--- config.mk ---
export PLATFORM = sky130hd
export DESIGN_NAME = free_list_block_allocator
export DESIGN_NICKNAME = d
export VERILOG_FILES = /design/src/rtl/flba_pkg.sv /design/src/rtl/flba_fit.sv /design/src/rtl/free_list_block_allocator.sv
export SDC_FILE = /design/constraint.sdc
export NUM_CORES = 2
export LEC_CHECK = 0
export BUFFER_PORTS_ARGS = -buffer_cell sky130_fd_sc_hd__buf_2
export CELL_PAD_IN_SITES_DETAIL_PLACEMENT = 2
export CELL_PAD_IN_SITES_GLOBAL_PLACEMENT = 2
export CORE_ASPECT_RATIO = 0.9
export CORE_UTILIZATION = 48
export CTS_CLUSTER_DIAMETER = 60
export DETAILED_ROUTE_END_ITERATION = 6
export PLACE_DENSITY = 0.83
export SLEW_MARGIN = 25
export SYNTH_ARGS = -nofsm -noshare
export SYNTH_HDL_FRONTEND = slang
export SYNTH_HIERARCHICAL = 1
export SYNTH_SLANG_ARGS = --single-unit
--- constraint.sdc ---
create_clock -name aclk -period 13.86 [get_ports aclk]
set_input_delay 2.079 -clock aclk [delete_from_list [all_inputs] [get_ports aclk]]
set_output_delay 2.079 -clock aclk [all_outputs]
set_load 0.005 [all_outputs]
--- src/rtl/flba_pkg.sv ---
// Shared types and codes for the free-list block allocator.
package flba_pkg;

    typedef enum logic [3:0] {
        ST_INIT,
        ST_IDLE,
        ST_PREP,
        ST_SCAN,
        ST_ALLOC_DEC,
        ST_ALLOC_SPLIT,
        ST_ALLOC_SWEEP,
        ST_ALLOC_FIN,
        ST_FREE_DEC,
        ST_FREE_MERGE,
        ST_FREE_SWEEP,
        ST_FREE_FIN,
        ST_RESTORE,
        ST_DONE
    } state_t;

    typedef struct packed {
        logic       fits;
        logic [6:0] pad;
    } fit_t;

    localparam logic [1:0] OP_ALLOC = 2'd0;
    localparam logic [1:0] OP_FREE  = 2'd1;
    localparam logic [1:0] OP_RESET = 2'd2;

    localparam logic [2:0] STATUS_OK          = 3'd0;
    localparam logic [2:0] STATUS_ZERO_SIZE   = 3'd1;
    localparam logic [2:0] STATUS_NO_FIT      = 3'd2;
    localparam logic [2:0] STATUS_BAD_POINTER = 3'd3;
    localparam logic [2:0] STATUS_BAD_ALIGN   = 3'd4;

    localparam logic [1:0] FIT_FIRST = 2'd0;
    localparam logic [1:0] FIT_BEST  = 2'd1;
    localparam logic [1:0] FIT_NEXT  = 2'd2;

    localparam logic [1:0] CFG_FIT_STRATEGY  = 2'd0;
    localparam logic [1:0] CFG_REGION_BYTES  = 2'd1;
    localparam logic [1:0] CFG_DEFAULT_ALIGN = 2'd2;

    localparam logic [16:0] SMALLEST_REQUEST = 17'd16;

    localparam int S_TDATA_W = 40;
    localparam int M_TDATA_W = 48;

endpackage

--- src/rtl/flba_fit.sv ---
// Alignment pad and fit test for one block of the table.
module flba_fit #(
    parameter int HEADER_BYTES = 48,
    parameter int SW           = 17,
    parameter int AW           = 19
) (
    input  logic [AW-1:0]     start,
    input  logic [SW-1:0]     size,
    input  logic [6:0]        amask,
    input  logic [AW-1:0]     need,
    output flba_pkg::fit_t    fit
);

    logic [6:0] base_lo;
    logic [6:0] pad;

    always_comb begin
        base_lo  = start[6:0] + 7'(HEADER_BYTES);
        pad      = (7'd0 - base_lo) & amask;
        fit.pad  = pad;
        fit.fits = AW'(size) >= AW'(HEADER_BYTES) + AW'(pad) + need;
    end

endmodule

--- src/rtl/free_list_block_allocator.sv ---
// Free-list block allocator: block table, sequencer and result register.
//
//  port group   dir  word contents
//  s_*          in   tuser: operation; tdata: request_bytes, alignment, user_offset
//  m_*          out  tdata: status, granted_offset, used_bytes, free_blocks
//  cfg_*        in   register write: fit_strategy, region_bytes, default alignment
//
// Allocate and free each make one pass over the block table to search and
// one pass to rewrite it, both at one row per cycle through the single read
// and single write port of the table memory.
// Reset op and unknown ops skip both passes.
// After aresetn the ST_INIT state writes the initial free block before s_tready rises.
// A finished result waits in the output register; the next word is taken meanwhile.
module free_list_block_allocator #(
    parameter int MAX_BLOCKS      = 64,
    parameter int HEADER_BYTES    = 48,
    parameter int MIN_BLOCK_BYTES = 16,
    parameter int OFFSET_BITS     = 17
) (
    input  logic        aclk,
    input  logic        aresetn,
    input  logic        s_tvalid,
    output logic        s_tready,
    input  logic [1:0]  s_tuser,   // operation
    input  logic [39:0] s_tdata,   // request_bytes[16:0], alignment[23:17], user_offset[39:24]
    output logic        m_tvalid,
    input  logic        m_tready,
    output logic [47:0] m_tdata,   // status[2:0], granted_offset[18:3], used_bytes[35:19],
                                   // free_blocks[42:36]
    input  logic        cfg_wr_en,
    input  logic [1:0]  cfg_addr,
    input  logic [16:0] cfg_wr_data
);

    localparam int IW = $clog2(MAX_BLOCKS);
    localparam int CW = $clog2(MAX_BLOCKS + 1);
    localparam int SW = OFFSET_BITS;
    localparam int AW = ((OFFSET_BITS > 17) ? OFFSET_BITS : 17) + 2;
    localparam int RW = SW + 1 + IW;

    localparam logic [CW-1:0] LAST_NONE  = CW'(MAX_BLOCKS);
    localparam logic [CW-1:0] COUNT_FULL = CW'(MAX_BLOCKS);
    localparam logic [AW-1:0] HDR        = AW'(HEADER_BYTES);
    localparam logic [AW-1:0] SPLIT_MIN  = AW'(HEADER_BYTES + MIN_BLOCK_BYTES);
    localparam logic [AW-1:0] REGION_MIN = AW'(HEADER_BYTES + MIN_BLOCK_BYTES);
    localparam logic [AW-1:0] REGION_MAX = AW'(1) << (OFFSET_BITS - 1);

    // block table: {size, free, free-list rank}
    logic [RW-1:0] mem [MAX_BLOCKS];
    logic [RW-1:0] mem_rd_reg;
    logic          mem_we;
    logic [IW-1:0] mem_waddr;
    logic [IW-1:0] mem_raddr;
    logic [RW-1:0] mem_wdata;

    always_ff @(posedge aclk) begin
        if (mem_we) begin
            mem[mem_waddr] <= mem_wdata;
        end
        mem_rd_reg <= mem[mem_raddr];
    end

    logic [SW-1:0] rd_size;
    logic          rd_free;
    logic [IW-1:0] rd_rank;
    assign rd_size = mem_rd_reg[RW-1 -: SW];
    assign rd_free = mem_rd_reg[IW];
    assign rd_rank = mem_rd_reg[IW-1:0];

    flba_pkg::state_t state_reg, state_next;

    logic [1:0]    fit_strategy_reg, fit_strategy_next;
    logic [16:0]   region_bytes_reg, region_bytes_next;
    logic [6:0]    dflt_align_reg, dflt_align_next;

    logic [1:0]    op_reg, op_next;
    logic [16:0]   size_reg, size_next;
    logic [6:0]    align_reg, align_next;
    logic [15:0]   off_reg, off_next;
    logic [AW-1:0] need_reg, need_next;
    logic [6:0]    amask_reg, amask_next;
    logic          nf_reg, nf_next;
    logic [CW-1:0] nf_start_reg, nf_start_next;

    logic [CW-1:0] sk_reg, sk_next;
    logic [AW-1:0] start_reg, start_next;

    logic          cand_valid_reg, cand_valid_next;
    logic          cand_hi_reg, cand_hi_next;
    logic [CW-1:0] cand_idx_reg, cand_idx_next;
    logic [AW-1:0] cand_start_reg, cand_start_next;
    logic [SW-1:0] cand_size_reg, cand_size_next;
    logic [IW-1:0] cand_rank_reg, cand_rank_next;
    logic [6:0]    cand_pad_reg, cand_pad_next;
    logic          bfree_reg, bfree_next;

    logic [SW-1:0] prow_size_reg, prow_size_next;
    logic          prow_free_reg, prow_free_next;
    logic [IW-1:0] prow_rank_reg, prow_rank_next;
    logic          pfree_reg, pfree_next;
    logic [SW-1:0] psize_reg, psize_next;
    logic [IW-1:0] prank_reg, prank_next;
    logic          nfree_reg, nfree_next;
    logic [SW-1:0] nsize_reg, nsize_next;
    logic [IW-1:0] nrank_reg, nrank_next;
    logic          next_pend_reg, next_pend_next;

    logic [AW-1:0] part_reg, part_next;
    logic [SW-1:0] rest_reg, rest_next;
    logic          split_reg, split_next;
    logic [AW-1:0] msize_reg, msize_next;
    logic [CW-1:0] mrg_reg, mrg_next;
    logic [1:0]    drop_reg, drop_next;

    logic [CW-1:0] count_reg, count_next;
    logic [CW-1:0] fc_reg, fc_next;
    logic [CW-1:0] last_reg, last_next;
    logic [SW-1:0] used_reg, used_next;

    logic [2:0]    status_reg, status_next;
    logic [15:0]   granted_reg, granted_next;
    logic          m_tvalid_reg, m_tvalid_next;
    logic [47:0]   m_tdata_reg, m_tdata_next;

    flba_pkg::fit_t fit;

    flba_fit #(
        .HEADER_BYTES (HEADER_BYTES),
        .SW           (SW),
        .AW           (AW)
    ) u_fit (
        .start (start_reg),
        .size  (rd_size),
        .amask (amask_reg),
        .need  (need_reg),
        .fit   (fit)
    );

    logic [AW-1:0] region_eff;
    logic [6:0]    al_eff;
    logic [16:0]   sz_eff;
    logic          better;
    logic          scan_hi;
    logic [AW-1:0] user_lo;
    logic [AW-1:0] row_end;
    logic [IW-1:0] wrank;
    logic [1:0]    rank_dec;
    logic [CW-1:0] last_tmp;

    always_comb begin
        region_eff = AW'(region_bytes_reg);
        if (region_eff < REGION_MIN) begin
            region_eff = REGION_MIN;
        end
        if (region_eff > REGION_MAX) begin
            region_eff = REGION_MAX;
        end
    end

    always_comb begin
        fit_strategy_next = fit_strategy_reg;
        region_bytes_next = region_bytes_reg;
        dflt_align_next   = dflt_align_reg;
        if (cfg_wr_en) begin
            unique case (cfg_addr)
                flba_pkg::CFG_FIT_STRATEGY:  fit_strategy_next = cfg_wr_data[1:0];
                flba_pkg::CFG_REGION_BYTES:  region_bytes_next = cfg_wr_data;
                flba_pkg::CFG_DEFAULT_ALIGN: dflt_align_next = cfg_wr_data[6:0];
                default: ;
            endcase
        end
    end

    always_comb begin
        state_next      = state_reg;
        op_next         = op_reg;
        size_next       = size_reg;
        align_next      = align_reg;
        off_next        = off_reg;
        need_next       = need_reg;
        amask_next      = amask_reg;
        nf_next         = nf_reg;
        nf_start_next   = nf_start_reg;
        sk_next         = sk_reg;
        start_next      = start_reg;
        cand_valid_next = cand_valid_reg;
        cand_hi_next    = cand_hi_reg;
        cand_idx_next   = cand_idx_reg;
        cand_start_next = cand_start_reg;
        cand_size_next  = cand_size_reg;
        cand_rank_next  = cand_rank_reg;
        cand_pad_next   = cand_pad_reg;
        bfree_next      = bfree_reg;
        prow_size_next  = prow_size_reg;
        prow_free_next  = prow_free_reg;
        prow_rank_next  = prow_rank_reg;
        pfree_next      = pfree_reg;
        psize_next      = psize_reg;
        prank_next      = prank_reg;
        nfree_next      = nfree_reg;
        nsize_next      = nsize_reg;
        nrank_next      = nrank_reg;
        next_pend_next  = next_pend_reg;
        part_next       = part_reg;
        rest_next       = rest_reg;
        split_next      = split_reg;
        msize_next      = msize_reg;
        mrg_next        = mrg_reg;
        drop_next       = drop_reg;
        count_next      = count_reg;
        fc_next         = fc_reg;
        last_next       = last_reg;
        used_next       = used_reg;
        status_next     = status_reg;
        granted_next    = granted_reg;
        m_tvalid_next   = m_tvalid_reg && !m_tready;
        m_tdata_next    = m_tdata_reg;
        mem_we          = 1'b0;
        mem_waddr       = '0;
        mem_wdata       = '0;
        mem_raddr       = '0;
        s_tready        = 1'b0;
        al_eff          = (align_reg == 7'd0) ? dflt_align_reg : align_reg;
        sz_eff          = (size_reg < flba_pkg::SMALLEST_REQUEST) ?
                          flba_pkg::SMALLEST_REQUEST : size_reg;
        scan_hi         = sk_reg >= nf_start_reg;
        user_lo         = start_reg + HDR;
        row_end         = start_reg + AW'(rd_size);
        better          = 1'b0;
        wrank           = rd_rank;
        rank_dec        = 2'd0;
        last_tmp        = last_reg;

        unique case (state_reg)
            flba_pkg::ST_INIT, flba_pkg::ST_RESTORE: begin
                mem_we     = 1'b1;
                mem_waddr  = '0;
                mem_wdata  = {SW'(region_eff), 1'b1, IW'(0)};
                count_next = CW'(1);
                fc_next    = CW'(1);
                last_next  = LAST_NONE;
                used_next  = '0;
                state_next = (state_reg == flba_pkg::ST_INIT) ?
                             flba_pkg::ST_IDLE : flba_pkg::ST_DONE;
            end

            flba_pkg::ST_IDLE: begin
                s_tready = 1'b1;
                if (s_tvalid) begin
                    op_next      = s_tuser;
                    size_next    = s_tdata[16:0];
                    align_next   = s_tdata[23:17];
                    off_next     = s_tdata[39:24];
                    status_next  = flba_pkg::STATUS_OK;
                    granted_next = '0;
                    unique case (s_tuser)
                        flba_pkg::OP_ALLOC, flba_pkg::OP_FREE: state_next = flba_pkg::ST_PREP;
                        flba_pkg::OP_RESET: state_next = flba_pkg::ST_RESTORE;
                        default:            state_next = flba_pkg::ST_DONE;
                    endcase
                end
            end

            flba_pkg::ST_PREP: begin
                mem_raddr       = '0;
                sk_next         = '0;
                start_next      = '0;
                cand_valid_next = 1'b0;
                cand_hi_next    = 1'b0;
                pfree_next      = 1'b0;
                nfree_next      = 1'b0;
                next_pend_next  = 1'b0;
                nf_next         = (fit_strategy_reg == flba_pkg::FIT_NEXT) &&
                                  (last_reg != LAST_NONE) &&
                                  ({1'b0, last_reg} + (CW+1)'(1) < {1'b0, count_reg});
                nf_start_next   = last_reg + CW'(1);
                need_next       = AW'(sz_eff) + AW'(al_eff) - AW'(1) + HDR;
                amask_next      = al_eff - 7'd1;
                if (op_reg == flba_pkg::OP_FREE) begin
                    state_next = flba_pkg::ST_SCAN;
                end else if (size_reg == 17'd0) begin
                    status_next = flba_pkg::STATUS_ZERO_SIZE;
                    state_next  = flba_pkg::ST_DONE;
                end else if (al_eff == 7'd0 || (al_eff & (al_eff - 7'd1)) != 7'd0) begin
                    status_next = flba_pkg::STATUS_BAD_ALIGN;
                    state_next  = flba_pkg::ST_DONE;
                end else begin
                    state_next = flba_pkg::ST_SCAN;
                end
            end

            flba_pkg::ST_SCAN: begin
                mem_raddr      = IW'(sk_reg + CW'(1));
                start_next     = row_end;
                prow_size_next = rd_size;
                prow_free_next = rd_free;
                prow_rank_next = rd_rank;
                if (op_reg == flba_pkg::OP_FREE) begin
                    if (next_pend_reg) begin
                        next_pend_next = 1'b0;
                        nfree_next     = rd_free;
                        nsize_next     = rd_size;
                        nrank_next     = rd_rank;
                    end
                    better = !cand_valid_reg && AW'(off_reg) >= user_lo &&
                             AW'(off_reg) < row_end;
                    if (better) begin
                        next_pend_next = 1'b1;
                        pfree_next     = (sk_reg != '0) && prow_free_reg;
                        psize_next     = prow_size_reg;
                        prank_next     = prow_rank_reg;
                    end
                end else begin
                    if (nf_reg) begin
                        // wrap: rows past the last allocated one win over rows before it
                        better = !cand_valid_reg || (!cand_hi_reg && scan_hi);
                    end else if (fit_strategy_reg == flba_pkg::FIT_BEST) begin
                        better = !cand_valid_reg || rd_size < cand_size_reg ||
                                 (rd_size == cand_size_reg && rd_rank < cand_rank_reg);
                    end else begin
                        better = !cand_valid_reg || rd_rank < cand_rank_reg;
                    end
                    better = better && rd_free && fit.fits;
                end
                if (better) begin
                    cand_valid_next = 1'b1;
                    cand_hi_next    = scan_hi;
                    cand_idx_next   = sk_reg;
                    cand_start_next = start_reg;
                    cand_size_next  = rd_size;
                    cand_rank_next  = rd_rank;
                    cand_pad_next   = fit.pad;
                    bfree_next      = rd_free;
                end
                if (sk_reg == count_reg - CW'(1)) begin
                    state_next = (op_reg == flba_pkg::OP_FREE) ?
                                 flba_pkg::ST_FREE_DEC : flba_pkg::ST_ALLOC_DEC;
                end else begin
                    sk_next = sk_reg + CW'(1);
                end
            end

            flba_pkg::ST_ALLOC_DEC: begin
                part_next = AW'(cand_size_reg) - AW'(cand_size_reg) + AW'(sz_eff) +
                            AW'(cand_pad_reg) + HDR;
                if (!cand_valid_reg) begin
                    status_next = flba_pkg::STATUS_NO_FIT;
                    state_next  = flba_pkg::ST_DONE;
                end else begin
                    state_next = flba_pkg::ST_ALLOC_SPLIT;
                end
            end

            flba_pkg::ST_ALLOC_SPLIT: begin
                split_next = (count_reg < COUNT_FULL) &&
                             (AW'(cand_size_reg) >= part_reg + SPLIT_MIN);
                rest_next  = SW'(AW'(cand_size_reg) - part_reg);
                sk_next    = count_reg - CW'(1);
                mem_raddr  = IW'(count_reg - CW'(1));
                state_next = flba_pkg::ST_ALLOC_SWEEP;
            end

            flba_pkg::ST_ALLOC_SWEEP: begin
                // descending so rows above the split can move up one place
                mem_raddr = IW'(sk_reg - CW'(1));
                mem_we    = 1'b1;
                if (rd_free) begin
                    if (split_reg) begin
                        wrank = (rd_rank > cand_rank_reg) ? rd_rank : rd_rank + IW'(1);
                    end else begin
                        wrank = (rd_rank > cand_rank_reg) ? rd_rank - IW'(1) : rd_rank;
                    end
                end
                if (sk_reg == cand_idx_reg) begin
                    mem_waddr = IW'(cand_idx_reg);
                    mem_wdata = {split_reg ? SW'(part_reg) : cand_size_reg, 1'b0, rd_rank};
                end else begin
                    mem_waddr = (split_reg && sk_reg > cand_idx_reg) ?
                                IW'(sk_reg + CW'(1)) : IW'(sk_reg);
                    mem_wdata = {rd_size, rd_free, wrank};
                end
                if (sk_reg == '0) begin
                    state_next = flba_pkg::ST_ALLOC_FIN;
                end else begin
                    sk_next = sk_reg - CW'(1);
                end
            end

            flba_pkg::ST_ALLOC_FIN: begin
                if (split_reg) begin
                    mem_we    = 1'b1;
                    mem_waddr = IW'(cand_idx_reg + CW'(1));
                    mem_wdata = {rest_reg, 1'b1, IW'(0)};
                end
                count_next   = count_reg + CW'(split_reg);
                fc_next      = split_reg ? fc_reg : fc_reg - CW'(1);
                last_next    = cand_idx_reg;
                used_next    = used_reg + (split_reg ? SW'(part_reg) : cand_size_reg);
                granted_next = 16'(cand_start_reg + HDR + AW'(cand_pad_reg));
                status_next  = flba_pkg::STATUS_OK;
                state_next   = flba_pkg::ST_DONE;
            end

            flba_pkg::ST_FREE_DEC: begin
                msize_next = AW'(cand_size_reg) + (nfree_reg ? AW'(nsize_reg) : AW'(0));
                if (!cand_valid_reg || bfree_reg) begin
                    status_next = flba_pkg::STATUS_BAD_POINTER;
                    state_next  = flba_pkg::ST_DONE;
                end else begin
                    used_next  = used_reg - cand_size_reg;
                    state_next = flba_pkg::ST_FREE_MERGE;
                end
            end

            flba_pkg::ST_FREE_MERGE: begin
                msize_next = msize_reg + (pfree_reg ? AW'(psize_reg) : AW'(0));
                mrg_next   = pfree_reg ? cand_idx_reg - CW'(1) : cand_idx_reg;
                drop_next  = {1'b0, pfree_reg} + {1'b0, nfree_reg};
                sk_next    = '0;
                mem_raddr  = '0;
                state_next = flba_pkg::ST_FREE_SWEEP;
            end

            flba_pkg::ST_FREE_SWEEP: begin
                // ascending so rows above the merge can move down
                mem_raddr = IW'(sk_reg + CW'(1));
                rank_dec  = {1'b0, nfree_reg && nrank_reg < rd_rank} +
                            {1'b0, pfree_reg && prank_reg < rd_rank};
                if (rd_free) begin
                    wrank = rd_rank + IW'(1) - IW'(rank_dec);
                end
                if (sk_reg == mrg_reg) begin
                    mem_we    = 1'b1;
                    mem_waddr = IW'(mrg_reg);
                    mem_wdata = {SW'(msize_reg), 1'b1, IW'(0)};
                end else if (!(sk_reg > mrg_reg && sk_reg <= mrg_reg + CW'(drop_reg))) begin
                    mem_we    = 1'b1;
                    mem_waddr = (sk_reg > mrg_reg) ? IW'(sk_reg - CW'(drop_reg)) : IW'(sk_reg);
                    mem_wdata = {rd_size, rd_free, wrank};
                end
                if (sk_reg == count_reg - CW'(1)) begin
                    state_next = flba_pkg::ST_FREE_FIN;
                end else begin
                    sk_next = sk_reg + CW'(1);
                end
            end

            flba_pkg::ST_FREE_FIN: begin
                count_next = count_reg - CW'(drop_reg);
                fc_next    = fc_reg + CW'(1) - CW'(drop_reg);
                // mark follows the block it was absorbed into
                if (nfree_reg && last_reg != LAST_NONE && last_reg > cand_idx_reg) begin
                    last_tmp = last_reg - CW'(1);
                end
                if (pfree_reg && last_tmp != LAST_NONE && last_tmp >= cand_idx_reg) begin
                    last_tmp = last_tmp - CW'(1);
                end
                last_next   = last_tmp;
                status_next = flba_pkg::STATUS_OK;
                state_next  = flba_pkg::ST_DONE;
            end

            flba_pkg::ST_DONE: begin
                if (!m_tvalid_reg || m_tready) begin
                    m_tvalid_next = 1'b1;
                    m_tdata_next  = {5'd0, 7'(fc_reg), 17'(used_reg), granted_reg, status_reg};
                    state_next    = flba_pkg::ST_IDLE;
                end
            end

            default: state_next = flba_pkg::ST_INIT;
        endcase
    end

    always_ff @(posedge aclk) begin
        if (!aresetn) begin
            state_reg        <= flba_pkg::ST_INIT;
            fit_strategy_reg <= flba_pkg::FIT_FIRST;
            region_bytes_reg <= 17'd65536;
            dflt_align_reg   <= 7'd16;
            count_reg        <= CW'(1);
            fc_reg           <= CW'(1);
            last_reg         <= LAST_NONE;
            used_reg         <= '0;
            m_tvalid_reg     <= 1'b0;
        end else begin
            state_reg        <= state_next;
            fit_strategy_reg <= fit_strategy_next;
            region_bytes_reg <= region_bytes_next;
            dflt_align_reg   <= dflt_align_next;
            count_reg        <= count_next;
            fc_reg           <= fc_next;
            last_reg         <= last_next;
            used_reg         <= used_next;
            m_tvalid_reg     <= m_tvalid_next;
        end
    end

    always_ff @(posedge aclk) begin
        op_reg         <= op_next;
        size_reg       <= size_next;
        align_reg      <= align_next;
        off_reg        <= off_next;
        need_reg       <= need_next;
        amask_reg      <= amask_next;
        nf_reg         <= nf_next;
        nf_start_reg   <= nf_start_next;
        sk_reg         <= sk_next;
        start_reg      <= start_next;
        cand_valid_reg <= cand_valid_next;
        cand_hi_reg    <= cand_hi_next;
        cand_idx_reg   <= cand_idx_next;
        cand_start_reg <= cand_start_next;
        cand_size_reg  <= cand_size_next;
        cand_rank_reg  <= cand_rank_next;
        cand_pad_reg   <= cand_pad_next;
        bfree_reg      <= bfree_next;
        prow_size_reg  <= prow_size_next;
        prow_free_reg  <= prow_free_next;
        prow_rank_reg  <= prow_rank_next;
        pfree_reg      <= pfree_next;
        psize_reg      <= psize_next;
        prank_reg      <= prank_next;
        nfree_reg      <= nfree_next;
        nsize_reg      <= nsize_next;
        nrank_reg      <= nrank_next;
        next_pend_reg  <= next_pend_next;
        part_reg       <= part_next;
        rest_reg       <= rest_next;
        split_reg      <= split_next;
        msize_reg      <= msize_next;
        mrg_reg        <= mrg_next;
        drop_reg       <= drop_next;
        status_reg     <= status_next;
        granted_reg    <= granted_next;
        m_tdata_reg    <= m_tdata_next;
    end

    assign m_tvalid = m_tvalid_reg;
    assign m_tdata  = m_tdata_reg;

endmodule

==> metrics.txt <==
DRT Wirelength=about 410 mm; GRT overflow=0; H-tree depth=4; max reg flops=1536; Worst EP required=14.49 ns; number of CTS-inserted buffers=208; top post-synthesis cells by area=edfxtp_1 63%, nand2_1 7.1%, ha_1 4.5%; DP Wirelength=231 mm; CTS tree=done; Clock Pin Slew Worst Setup and Hold Paths=0.07 ns; Setup crit end kind=flip-flop; Remaining DRCs=1; switching pwr=~8.2 mW; Clock Tree Buf Depth=3; Clock Skew=0.0597 ns; total track usage=42.9%; # hold bufs at CTS=0; Synth top area share=62.9%; Mapped Area=0.0902 mm^2; final worst-path cycle share=52.0%; CTS root buf=clkbuf_16; dpl cell area=0.0945 mm^2; f_max=0.139 GHz; Starting Density=48.5%; vias in the first global route=77111; Placed Instances=approximately 10000; Die X=459 um; Setup-failing EPs final=0; Final nets=8158; Pint=12.1 mW; fill cell count=17498; crit path kind=flip-flop to flip-flop; Sink Count=a little under 2000; RSZ-0062 raised after global routing=no; IO buf count=110; starting DRC count in detailed routing=10811; die footprint=0.190 mm^2; post-route cell area=slightly above 0.1 mm^2; worst min-delay path class=flip-flop to flip-flop; drt pass-1 iters=7; routability cong.=between 0.8 and 0.9; Seq. cell area=0.0586 mm^2; Least-Margin Pin Slew=1.23 ns; CTS resizes=0; Async S/R FF share, synth=0%; Critical Path Fanout Max=24; Post-Layout Cell Count=10444; Post-synth EDFFs=1890; slew margin rel.=18.3%; Fin. Hold Viols=0; Worst EP arrival=between 7 and 8 ns; placeable core area=~0.19 mm^2; mux cell area share after synthesis=0.799%; leakage=36.9 nW; antenna violations before repair=36; #FFs+latches synth=a little under 2000; worst-skew pair later-pin latency=0.93 ns; failing checks=DRC; Vias=71975; Slew Viols, Final=0; Tot Pwr=20.3 mW; post-synth cell types=101; maxcap violations=0; global-route wire length before repair=582 mm; Post-CTS Setup Repair Bufs=0; top_reg_cell synth=edfxtp_1; Multi-input gate area=0.0298 mm^2; sequential share of power=between 30 and 40%; mean area per synthesized cell=11.8 um^2; post-synthesis adder-cell area fraction=4.86%; simple-gate portion of the synthesized area=16.6%; setup TNS=0 ns; Area Growth Syn to Fin=12.4%; via-per-instance ratio=6.89; area leader, netlist=edfxtp_1; largest net degree at the start of global routing=~180; part of the Yosys area used for sequential elements=between 60% and 70%; commonest non-fill, non-tap cells in the layout=1890 x edfxtp_1, 1703 x nand2_1, 751 x nand3_1; Clk pwr share=29.0%; Sw Share=40.5%; share of cells above drive strength 1=between 10 and 15%; most common cell after layout, fill and taps aside=edfxtp_1; Mapped Cells=7622; xor and xnor area share after synthesis=1.98%; DIE HEIGHT=between 400 and 500 um; Comb pwr share=33.7%; Cell Rows=150; peak supply drop=~0.18 mV; largest family of logic cells by synthesized area=simple AND/OR/NAND/NOR gates; io pins=116; status=finished, violations left; Tmin final=~7.2 ns; Yosys warning count=6; Detail Route Antenna Nets=0; final hold slack=0.427 ns; PD cells=between 200 and 250 mW/mm^2; wire per inst=~39 um; Startpoint Class=flip-flop; Synth Area in Compound Gates=8.01%
[cells by family after synthesis]
logic type | count (synthesis)
mux | 66
fa+ha+maj | 342
buf+inv | 617
other cells | 1
compound gates | 1074
simple gates | 3335
flops | 1983
xor+xnor | 204
[synth_stat cells, drive strengths merged (58+ instances only)]
cell,number
nand4,58
xnor2,135
a21oi,313
edfxtp,1890
nand2,1704
a31oi,80
dfxtp,93
and3,174
a311oi,140
a21o,58
ha,327
xor2,69
o21ai,193
nand3,755
nor2,297
clkbuf,243
nor3,61
and2,62
buf,174
inv,197
[critical path: stages, from the launching register on]
cell	delay (ns)
dfxtp_1	1.07
ha_1	0.47
o21ai_0	0.21
nor2_1	0.10
o31ai_1	0.60
a21oi_1	0.28
a21oi_1	0.28
nor2_1	0.12
a31oi_1	0.25
xor2_1	0.36
ha_1	0.21
and4_1	0.24
nand3_1	0.11
o31ai_1	0.29
and2_1	0.30
a211o_1	0.32
clkinv_1	0.91
or3_1	0.77
[per-stage QoR]
| stage | setup WS [ns] | util (%) |
|---|---|---|
| floorplan | 6.94 | - |
| detailed placement | 7.40 | 50.8 |
| global route | 6.64 | 54.5 |
| finish | 6.65 | 54.5 |
| CTS | 7.01 | 54.4 |
| global placement | 6.82 | 50.6 |
[layer usage]
metal	global-route usage [%]	wire length, um	vias up
met2	68.8	192000	5144
met1	52.2	147000	36970
met5	0	185	-
met4	26.2	29100	20
met3	10.9	44700	1638
li1	-	-	28203
[cell type report]
class	instances	area share, %
Tap cell	2508	3.09
Timing Repair Buffer	330	2.31
Antenna cell	4	0.00987
Inverter	200	0.740
Clock inverter	126	1.19
Multi-Input combinational cell	5028	29.4
Sequential cell	1983	57.8
Clock buffer	265	5.48
[final timing paths]
kind	slack (ns)	cells after the start	to	startpoint
max	6.65	17	cand_hi_reg	mem_rd_reg[9]
min	0.43	0	m_tdata[13]	granted_reg[10]
max reg2reg	6.65	17	cand_hi_reg	mem_rd_reg[9]
min reg2reg	0.43	0	m_tdata[13]	granted_reg[10]
[power by group through the flow]
stage | combinational [mW] | clock, mW | sequential (mW)
3_3_place_gp | 5.42 | 0 | 7.61
6_report | 6.86 | 5.90 | 7.57
5_1_grt | 6.91 | 6.05 | 7.57
4_1_cts | 6.52 | 5.89 | 7.55
3_5_place_dp | 6.07 | 0 | 7.65
2_1_floorplan | 3.21 | 0 | 7.53
(Power assumes the default switching activity.)
